### src/sv/ctwa_pkg.sv
// shared types and constants for the connection table with aging
package ctwa_pkg;

  localparam int ADDR_W  = 32;
  localparam int PORT_W  = 16;
  localparam int KEY_W   = 2 * ADDR_W + 2 * PORT_W;
  localparam int TIME_W  = 32;
  localparam int IVL_W   = 16;
  localparam int CNT_W   = 9;
  localparam int CFG_W   = 32;
  localparam int CFG_IDX_W = 1;

  localparam logic [PORT_W-1:0]  PORT_MASK = '1;
  localparam logic [CNT_W-1:0]   CNT_MAX   = '1;
  localparam logic [TIME_W-1:0]  TIME_MAX  = '1;

  localparam logic [TIME_W-1:0] LIFETIME_RST = 32'd1000;
  localparam logic [IVL_W-1:0]  INTERVAL_RST = 16'd100;

  typedef enum logic [CFG_IDX_W-1:0] {
    CFG_LIFETIME = 1'b0,
    CFG_INTERVAL = 1'b1
  } cfg_idx_t;

  typedef enum logic [1:0] {
    FUNC_LOOKUP = 2'd0,
    FUNC_ADD    = 2'd1,
    FUNC_ERASE  = 2'd2,
    FUNC_TICK   = 2'd3
  } func_t;

  typedef struct packed {
    logic              valid;
    logic [KEY_W-1:0]  key;
    logic [TIME_W-1:0] expiry;
  } entry_t;

  typedef enum logic [2:0] {
    S_CLEAR,
    S_IDLE,
    S_DECODE,
    S_SCAN,
    S_DRAIN,
    S_INSERT,
    S_DONE
  } state_t;

  // controller to datapath
  typedef struct packed {
    logic clear_wr;
    logic load;
    logic scan_rd;
    logic insert;
    logic finish;
  } cmd_t;

  // datapath to controller
  typedef struct packed {
    logic idx_last;
    logic scan_needed;
    logic is_add;
  } stat_t;

endpackage

### src/sv/ctwa_ctrl.sv
// controller state machine for the table scan sequence
module ctwa_ctrl (
  input  logic             clk,
  input  logic             rst_n,
  input  logic             in_valid,
  output logic             in_ready,
  output logic             out_valid,
  input  logic             out_ready,
  input  ctwa_pkg::stat_t  stat,
  output ctwa_pkg::cmd_t   cmd
);
  import ctwa_pkg::*;

  state_t state_r, state_nxt;
  logic   out_valid_r, out_valid_nxt;
  logic   can_finish;

  assign can_finish = !out_valid_r || out_ready;

  always_comb begin
    state_nxt = state_r;
    unique case (state_r)
      S_CLEAR:  if (stat.idx_last) state_nxt = S_IDLE;
      S_IDLE:   if (in_valid) state_nxt = S_DECODE;
      S_DECODE: state_nxt = stat.scan_needed ? S_SCAN : S_DONE;
      S_SCAN:   if (stat.idx_last) state_nxt = S_DRAIN;
      S_DRAIN:  state_nxt = stat.is_add ? S_INSERT : S_DONE;
      S_INSERT: state_nxt = S_DONE;
      S_DONE:   if (can_finish) state_nxt = S_IDLE;
      default:  state_nxt = S_CLEAR;
    endcase
  end

  always_comb begin
    cmd          = '0;
    in_ready     = 1'b0;
    unique case (state_r)
      S_CLEAR:  cmd.clear_wr = 1'b1;
      S_IDLE: begin
        in_ready = 1'b1;
        cmd.load = in_valid;
      end
      S_SCAN:   cmd.scan_rd = 1'b1;
      S_INSERT: cmd.insert = 1'b1;
      S_DONE:   cmd.finish = can_finish;
      default: begin
        cmd = '0;
      end
    endcase
  end

  always_comb begin
    out_valid_nxt = out_valid_r;
    if (cmd.finish) begin
      out_valid_nxt = 1'b1;
    end else if (out_ready) begin
      out_valid_nxt = 1'b0;
    end
  end

  assign out_valid = out_valid_r;

  always_ff @(posedge clk) begin
    if (!rst_n) begin
      state_r     <= S_CLEAR;
      out_valid_r <= 1'b0;
    end else begin
      state_r     <= state_nxt;
      out_valid_r <= out_valid_nxt;
    end
  end
endmodule

### config.mk
export PLATFORM = sky130hd
export DESIGN_NAME = ctwa_ctrl
export DESIGN_NICKNAME = d
export VERILOG_FILES = /design/src/sv/ctwa_pkg.sv /design/src/sv/ctwa_ctrl.sv
export SDC_FILE = /design/constraint.sdc
export NUM_CORES = 1
export LEC_CHECK = 0
export BUFFER_PORTS_ARGS = -buffer_cell sky130_fd_sc_hd__buf_2
export CORE_AREA = 2 2 39 41
export DETAILED_ROUTE_END_ITERATION = 10
export DIE_AREA = 0 0 41 43
export GPL_TIMING_DRIVEN = 0
export PLACE_DENSITY_LB_ADDON = 0.1
export SYNTH_ARGS = -nofsm -noshare
export SYNTH_HDL_FRONTEND = slang
export SYNTH_SLANG_ARGS = --single-unit
### constraint.sdc
create_clock -name clk -period 1.6 [get_ports clk]
set_input_delay 0.16 -clock clk [delete_from_list [all_inputs] [get_ports clk]]
set_output_delay 0.16 -clock clk [all_outputs]
set_load 0.02 [all_outputs]
==> flow_summary.toml, run 1 <==
[timing]
rsz0062_at_grt = "false"
hold_ws_ns = 0.2386
fin_crit_sh_pct = 90.32
max_freq_mhz = 692.0
final-setup-viol-count = 0
worstMarginPinSlew_ns = 0.2640
fin_ws_ns = 0.1549
hold_viol = 0
tns_ns = 0
slew_viol_final = 0
skew_ns = 0.001907
timing.slew.headroom_pct = 82.36
period_needed_ns = 1.445

[die]
die_area_um2 = 1763
io_pins = 14
dieWidth_um = 41
core_area_um2 = 1384
initial_core_util_pct = 22.78
fp.dieH_um = 43
rows = 14

[final_layout]
drive_above_1_share_pct = 42.59
stdcell_count = 70
fin_area_um2 = 422.9
fin_util_pct = 30.56
synthToLayoutAreaGrowth_pct = 34.13
antenna_cells = 0
finalNetCount = 63

[synthesis]
seq_area_frac_synth_pct = 25.40
synth_cell_types = 26
ys_ff_latch = 4
synth.avg_cell_area_um2 = 8.297
syn_area_um2 = 315.3
synthCells = 38
yosys_warnings = 0
synth_nets = 45

[clock_tree]
cts_root_buf = "clkbuf_4"
cts_htree_levels = 1
clk_pin_slew_ns = 0.04
cts_repair_resize_count = 0
cts_buffers = 3
hold_buffers = 0
cts_buffer_depth = 2
post_cts_buffers = 0
cts.sinks = 4
insertion_delay_ns = 0.23
cts_tree = "built"

[critical_path]
worstSetupStartpointType = "flip-flop"
crit_path_end_kind = "output port"
cp_max_fo = 9
worstPathRequired_ns = 1.44
cp.arrival_ns = 1.29
path_class = "flip-flop to output port"

[place]
post-place-ws_ns = 0.3933
placed_cell_area_um2 = 400.4
gp_congestion = 0.7199
post-dp-hpwl_um = 567
placed_cells = 67
port_buffers = 13

[route]
avgRoutedWirePerCell_um = 10.63
vias = 311
vias_per_cell = 4.443
postRouteWirelength_um = 744
drtIter0Drc = 5
first_pass_iters = 4
ant_nets = 0
post-route-drc-count = 0

[global_routing]
grt-ovfl-total = 0
grt_pass1_wl_um = 1304
antenna_found_initial = 0
grt_max_degree = 11
grtUsageTotal_pct = 11.24
first_global_vias = 331

[pwr]
power_mw = 0.5318
p_leak_nw = 0.1946
peakVddDrop_mv = 0.3742
power_density_nw_per_um2 = 1258

[outcome]
status = "completed"

[hold_path]
hold_class = "primary input to flip-flop"

[job]
maxCapViolCount = 0
## kinds of logic after synthesis
kind of cell	synth area share, %
buf+inv	14.68
flops	25.40
compound gates	30.16
simple gates	29.76
## cell usage in the layout, fill, tap and decap left out, drive strengths merged
master,synthesis,final
a211oi,2,2
buf,3,16
a2111o,1,1
a21oi,3,3
o22ai,1,1
o2111ai,1,1
nor3,3,3
clkbuf,1,4
o21ai,1,1
nand3b,1,1
nor2,1,1
a211o,1,1
o2bb2ai,1,1
nor3b,1,1
or3b,1,1
inv,3,3
and3,1,1
a21o,2,2
nor2b,2,2
nand2b,1,1
dfxtp,4,4
and2,2,2
nand3,1,1
## path summary, 6_finish.rpt
path | startpoint | to | slack (ns) | cells after the start
setup / recovery | state_r[0] | cmd[3] | 0.15 | 5
hold / removal | rst_n | state_r[2] | 0.24 | 3
setup reg to reg | state_r[1] | state_r[0] | 0.45 | 4
hold reg to reg | out_valid | out_valid | 0.54 | 2
## where the power goes
| group | internal (mW) | leakage [nW] | switching, mW | total, mW |
|---|---|---|---|---|
| combinational | 0.123 | 0.148 | 0.160 | 0.283 |
| sequential | 0.119 | 0.0327 | 0.00894 | 0.128 |
| clock | 0.0836 | 0.0138 | 0.0370 | 0.121 |
## worst max-delay path, stage by stage, from the launching register on
cell,delay (ns)
dfxtp_1,0.31
buf_6,0.13
inv_1,0.10
nor3_1,0.22
and2_1,0.15
buf_2,0.15
## state kept, by name, summed over array words and instances (netlist names)
| signal | flops |
|---|---|
| out_valid | 1 |
| state_r | 3 |
## metal layers
| layer | GRT usage (%) | share of wire [%] | routed length, um | up-vias |
|---|---|---|---|---|
| met5 | 0 | 0 | 0 | - |
| met4 | 11.33 | 0 | 0 | 0 |
| met3 | 1.571 | 4.3 | 32 | 0 |
| met2 | 14.69 | 50 | 371 | 8 |
| met1 | 14.47 | 46 | 340 | 131 |
| li1 | - | - | - | 172 |
## final cells by class
class,count,area (um2)
plain buffers,4,35.03
inverters,3,11.26
multi-input cells,27,188.9
repair buffers,13,65.06
well taps,16,20.02
clock buffers,3,22.52
flip-flops and latches,4,80.08
fillers,156,960.9
## Yosys cell counts
library cell  instances  area, um2
a2111o_1              1      11.26
a211oi_1              2      15.01
nand3_1               1      5.000
o2bb2ai_1             1      8.760
nand3b_1              1      7.510
nor2_1                1      3.750
clkbuf_2              1      5.000
and2_1                2      12.51
dfxtp_1               4      80.08
o22ai_1               1      6.260
or3b_1                1      8.760
a21o_1                1      7.510
nor3b_1               1      7.510
o21ai_0               1      5.000
nor2b_4               1      13.76
a21o_2                1      8.760
a211o_1               1      8.760
o2111ai_1             1      8.760
and3_2                1      7.510
nor2b_1               1      6.260
a21oi_1               3      15.01
buf_6                 2      22.52
buf_4                 1      7.510
nand2b_1              1      6.260
nor3_1                3      15.01
inv_1                 3      11.26
Power figures use the tool's default switching activity.
==> inputs of run 2 (changes only) <==
- ABC_AREA: unset -> 1
==> flow_summary.toml, run 2 <==
[outcome]
status = "completed"

[clock_tree]
post_cts_buffers = 0
cts_htree_levels = 1
cts.sinks = 4
cts_root_buf = "clkbuf_4"
cts_repair_resize_count = 0
insertion_delay_ns = 0.23
cts_buffer_depth = 2
cts_tree = "built"
clk_pin_slew_ns = 0.04
cts_buffers = 3
hold_buffers = 0

[synthesis]
synth_ff_type = "dfxtp_1"
yosysTopAreaCell = "dfxtp_1"
yosys.area.top_type_share_pct = 25.50
synth_cell_types = 15
seq_area_frac_synth_pct = 25.50
ys_ff_latch = 4
syn_area_um2 = 314.1
synthCells = 51
async_flop_share_pct = 0
yosys_warnings = 0
synthTopCellsByCount = "inv_1 (11), nand2_1 (7), nand3_1 (7)"
synth_nets = 58
synth_area_leaders = "dfxtp_1 (25%), inv_1 (13%), nand3_1 (11%)"
synthMostInstantiatedCell = "inv_1"
synth_edf_count = 0
synth.avg_cell_area_um2 = 6.158

[die]
initial_core_util_pct = 22.69
io_pins = 14
fp.dieH_um = 43
core_area_um2 = 1384
rows = 14
dieWidth_um = 41
die_area_um2 = 1763

[route]
ant_nets = 0
post-route-drc-count = 0
vias = 333
first_pass_iters = 3
postRouteWirelength_um = 658
vias_per_cell = 4.012
avgRoutedWirePerCell_um = 7.928
drtIter0Drc = 1

[critical_path]
path_cells = "nand3_2 -> a21oi_1 -> buf_4 -> buf_2"
cpMaxStageDelayCell = "dfxtp_1"
worstReg2RegStart = "state_r[1]"
crit_path_end_kind = "output port"
slowest_delay_ns = 0.46
r2r_slack_ns = 0.43
critical_path_buf_inv_count = 2
worst-path-stages = 4
worstPathRequired_ns = 1.44
cp.arrival_ns = 1.28
worstSetupStartpoint = "state_r[1]"
crit_family = "flip-flops"
cp_max_fo = 7
worstSetupStartpointType = "flip-flop"
endpoint = "cmd[0]"
r2r_end = "state_r[1]"
ff2ff_path_depth = 7
path_class = "flip-flop to output port"

[final_layout]
largest_reg_flops = 3
drive_above_1_share_pct = 38.81
stdcell_count = 83
fillers = 173
top_register = "state_r"
synthToLayoutAreaGrowth_pct = 34.26
fin_area_um2 = 421.7
final_cell_mix = "buf_2 (13), inv_1 (11), nand3_1 (7), nand2_1 (7), a21oi_1 (5)"
layout_commonest_cell = "buf_2"
antenna_cells = 0
finalNetCount = 76

[timing]
skew_ns = 0.0009843
timing.slew.headroom_pct = 82.21
fin_ws_ns = 0.1620
tns_ns = 0
period_needed_ns = 1.438
slew_viol_final = 0
rsz0062_at_grt = "false"
final-setup-viol-count = 0
max_freq_mhz = 695.4
fin_crit_sh_pct = 89.87
worstMarginPinSlew_ns = 0.2664
hold_viol = 0

[place]
gp_congestion = 0.7168
post-place-ws_ns = 0.3973
placed_cells = 80
port_buffers = 13
placed_cell_area_um2 = 399.1
post-dp-hpwl_um = 557.7

[hold_path]
hold_class = "primary input to flip-flop"

[pwr]
p_switching_mw = 0.3183
internal_power_mw = 0.3427
power_mw = 0.6610
power_density_nw_per_um2 = 1568
p_clk_share_pct = 19.0
power_frac_seq_pct = 25.7
p_leak_nw = 0.2383
peakVddDrop_mv = 0.7866
pwr-share-comb_pct = 55.3
switching_share_pct = 48.15

[global_routing]
grt_max_degree = 8
grtUsageTotal_pct = 9.639
grt-ovfl-total = 0
first_global_vias = 297
antenna_found_initial = 0
grt_pass1_wl_um = 1117

[job]
maxCapViolCount = 0
-- run 2: cell count changes in the layout (fill, tap and decap cells not counted), moves of 3 or more --
| cell | previous run | this run |
|---|---|---|
| inv_1 | 3 | 11 |
| nand2_1 | 0 | 7 |
| nand3_1 | 1 | 7 |
| nor2_1 | 1 | 4 |
-- run 2: kinds of logic after synthesis --
family / after synthesis / synth area share [%]
AOI/OAI and AO/OA: 7 / 11.15
DFF: 4 / 25.50
buffers and inverters: 14 / 17.93
and+or+nand+nor: 26 / 45.42
-- run 2: layout make-up --
| class | count | area (um2) | area share, % |
|---|---|---|---|
| timing repair buffer | 13 | 65.06 | 15.43 |
| multi-input combinational | 33 | 177.7 | 42.14 |
| tap | 16 | 20.02 | 4.748 |
| sequential | 4 | 80.08 | 18.99 |
| buffer | 1 | 7.507 | 1.780 |
| clock buffer | 3 | 22.52 | 5.341 |
| inverter | 13 | 48.80 | 11.57 |
-- run 2: worst min-delay path, delay by kind of cell --
kind	cells	cell delay, ns
buf+inv	1	0.09
simple gates	2	0.12
-- run 2: routing by layer --
layer,vias up,track usage (%),routed length [um]
met3,0,3.141,41
met1,133,11.90,336
met4,0,8.000,0
met5,-,0,0
li1,192,-,-
met2,8,12.81,280
-- run 2: worst min-delay path by stage --
stage / from / endpoint / slack, ns / depth (start not counted)
final: rst_n / state_r[1] / 0.17 / 3
after detailed placement: rst_n / state_r[1] / 0.41 / 3
after global placement: rst_n / state_r[1] / 0.40 / 3
after global routing: rst_n / state_r[1] / 0.18 / 3
after floorplan: rst_n / state_r[1] / 0.29 / 2
after CTS: rst_n / state_r[1] / 0.17 / 3
-- run 2: stage by stage --
| step | utilization, % | hold WS [ns] |
|---|---|---|
| after floorplan | - | 0.2947 |
| after global placement | 28.84 | 0.4049 |
| after detailed placement | 28.84 | 0.4117 |
| after CTS | 30.47 | 0.1682 |
| after global routing | 30.47 | 0.1850 |
| final | 30.47 | 0.1682 |
-- run 2: power by group through the flow --
stage / Combinational [mW] / Sequential (mW) / Clock (mW)
CTS: 0.372 / 0.170 / 0.128
finish: 0.365 / 0.170 / 0.126
floorplan: 0.285 / 0.164 / 0
global placement: 0.377 / 0.174 / 0
global route: 0.422 / 0.177 / 0.136
detailed placement: 0.371 / 0.172 / 0
==> inputs of run 3 (changes only) <==
- ABC_AREA: 1 -> unset
- BUFFER_PORTS_ARGS: -buffer_cell sky130_fd_sc_hd__buf_2 -> unset
- CTS_BUF_LIST: unset -> sky130_fd_sc_hd__clkbuf_16
- DONT_BUFFER_PORTS: unset -> 1
==> flow_summary.toml, run 3 (synthesis results as in run 1) <==
[clock_tree]
hold_buffers = 0
cts_htree_levels = 1
cts_buffers = 3
post_cts_buffers = 0
cts_tree = "built"
insertion_delay_ns = 0.22
cts_buffer_depth = 2
cts.sinks = 4
cts_repair_resize_count = 2
cts_root_buf = "clkbuf_16"
clk_pin_slew_ns = 0.03

[final_layout]
layout_commonest_cell = "dfxtp_1"
largest_reg_flops = 3
fillers = 156
final_cell_mix = "dfxtp_1 (4), inv_1 (3), a21oi_1 (3), clkbuf_16 (3)"
fin_area_um2 = 422.9
antenna_cells = 0
top_register = "state_r"
drive_above_1_share_pct = 29.27
synthToLayoutAreaGrowth_pct = 34.13
stdcell_count = 57
finalNetCount = 50

[route]
ant_nets = 0
wl_met3_um = 36
postRouteWirelength_um = 810
wl_met1_um = 401
drtIter0Drc = 8
avgRoutedWirePerCell_um = 14.21
vias_per_cell = 4.912
first_pass_iters = 3
wl_met2_um = 372
post-route-drc-count = 0
highest_layer = "met3"
vias = 280

[critical_path]
crit_family = "simple AND/OR/NAND/NOR gates"
critical_path_buf_inv_count = 2
cp_max_fo = 9
path_cells = "buf_6 -> inv_1 -> nor3_4 -> and2_2"
worstPathRequired_ns = 1.44
path_class = "flip-flop to output port"
worstSetupStartpointType = "flip-flop"
slowest_delay_ns = 0.31
crit_path_end_kind = "output port"
cp.arrival_ns = 1.34
cpMaxStageDelayCell = "dfxtp_1"

[timing]
fin_ws_ns = 0.09997
skew_ns = 0.001547
timing.slew.headroom_pct = 57.65
worstMarginPinSlew_ns = 0.6304
slew_viol_final = 0
max_freq_mhz = 666.7
hold_viol = 0
final-setup-viol-count = 0
rsz0062_at_grt = "false"
tns_ns = 0
fin_crit_sh_pct = 93.75
period_needed_ns = 1.500

[place]
port_buffers = 0
post-place-ws_ns = -0.02866
placed_cells = 54
post-dp-hpwl_um = 593.7
gp_congestion = 0.7469
placed_cell_area_um2 = 335.3

[die]
die_area_um2 = 1763
initial_core_util_pct = 22.78
io_pins = 14
rows = 14
fp.dieH_um = 43
dieWidth_um = 41
core_area_um2 = 1384

[global_routing]
grt-ovfl-total = 0
grtUsageTotal_pct = 11.14
grt_max_degree = 11
first_global_vias = 306
grt_pass1_wl_um = 1276
antenna_found_initial = 0

[pwr]
peakVddDrop_mv = 0.4925
p_leak_nw = 0.1610
power_density_nw_per_um2 = 1836

[job]
maxCapViolCount = 0

[hold_path]
hold_class = "primary input to flip-flop"

[outcome]
status = "completed"
-- run 3: changes by cell type in the layout (fill, tap and decap cells not counted), sizes merged, moves of 7 or more --
cell / before / now
nand3: 9 / 1
nor2: 8 / 1
nand2: 8 / 0
buf: 14 / 3
inv: 13 / 3
-- run 3: path summary, 6_finish.rpt --
check                   from          to  slack, ns  depth (start not counted)
setup reg to reg   out_valid  state_r[1]       0.37                          3
setup / recovery  state_r[0]      cmd[3]        0.1                          4
hold reg to reg   state_r[2]   out_valid       0.56                          2
hold / removal      in_valid  state_r[0]       0.15                          2
-- run 3: stage by stage --
stage / utilization (%) / total power, mW / hold slack, ns
after floorplan: - / 0.3403 / 0.3318
after detailed placement: 24.23 / 0.3784 / 0.3752
final: 30.56 / 0.7765 / 0.1519
after global routing: 30.56 / 0.8200 / 0.1422
after CTS: 30.47 / 0.7818 / 0.1459
after global placement: 24.23 / 0.3782 / 0.3682
-- run 3: cell type report --
class	instances	area (um2)	share of cell area [%]
sequential	4	80.08	18.93
buffer	4	35.03	8.284
tap	16	20.02	4.734
clock buffer	3	75.07	17.75
multi-input combinational	27	201.4	47.63
inverter	3	11.26	2.663
-- run 3: metal layers --
layer / track usage [%] / up-vias
met5: 0 / -
met3: 2.094 / 0
li1: - / 144
met2: 13.44 / 8
met4: 10.00 / 0
met1: 15.76 / 128
-- run 3: report_power, final --
part	internal (mW)	switching, mW
sequential	0.120	0.00942
combinational	0.105	0.160
clock	0.319	0.0633
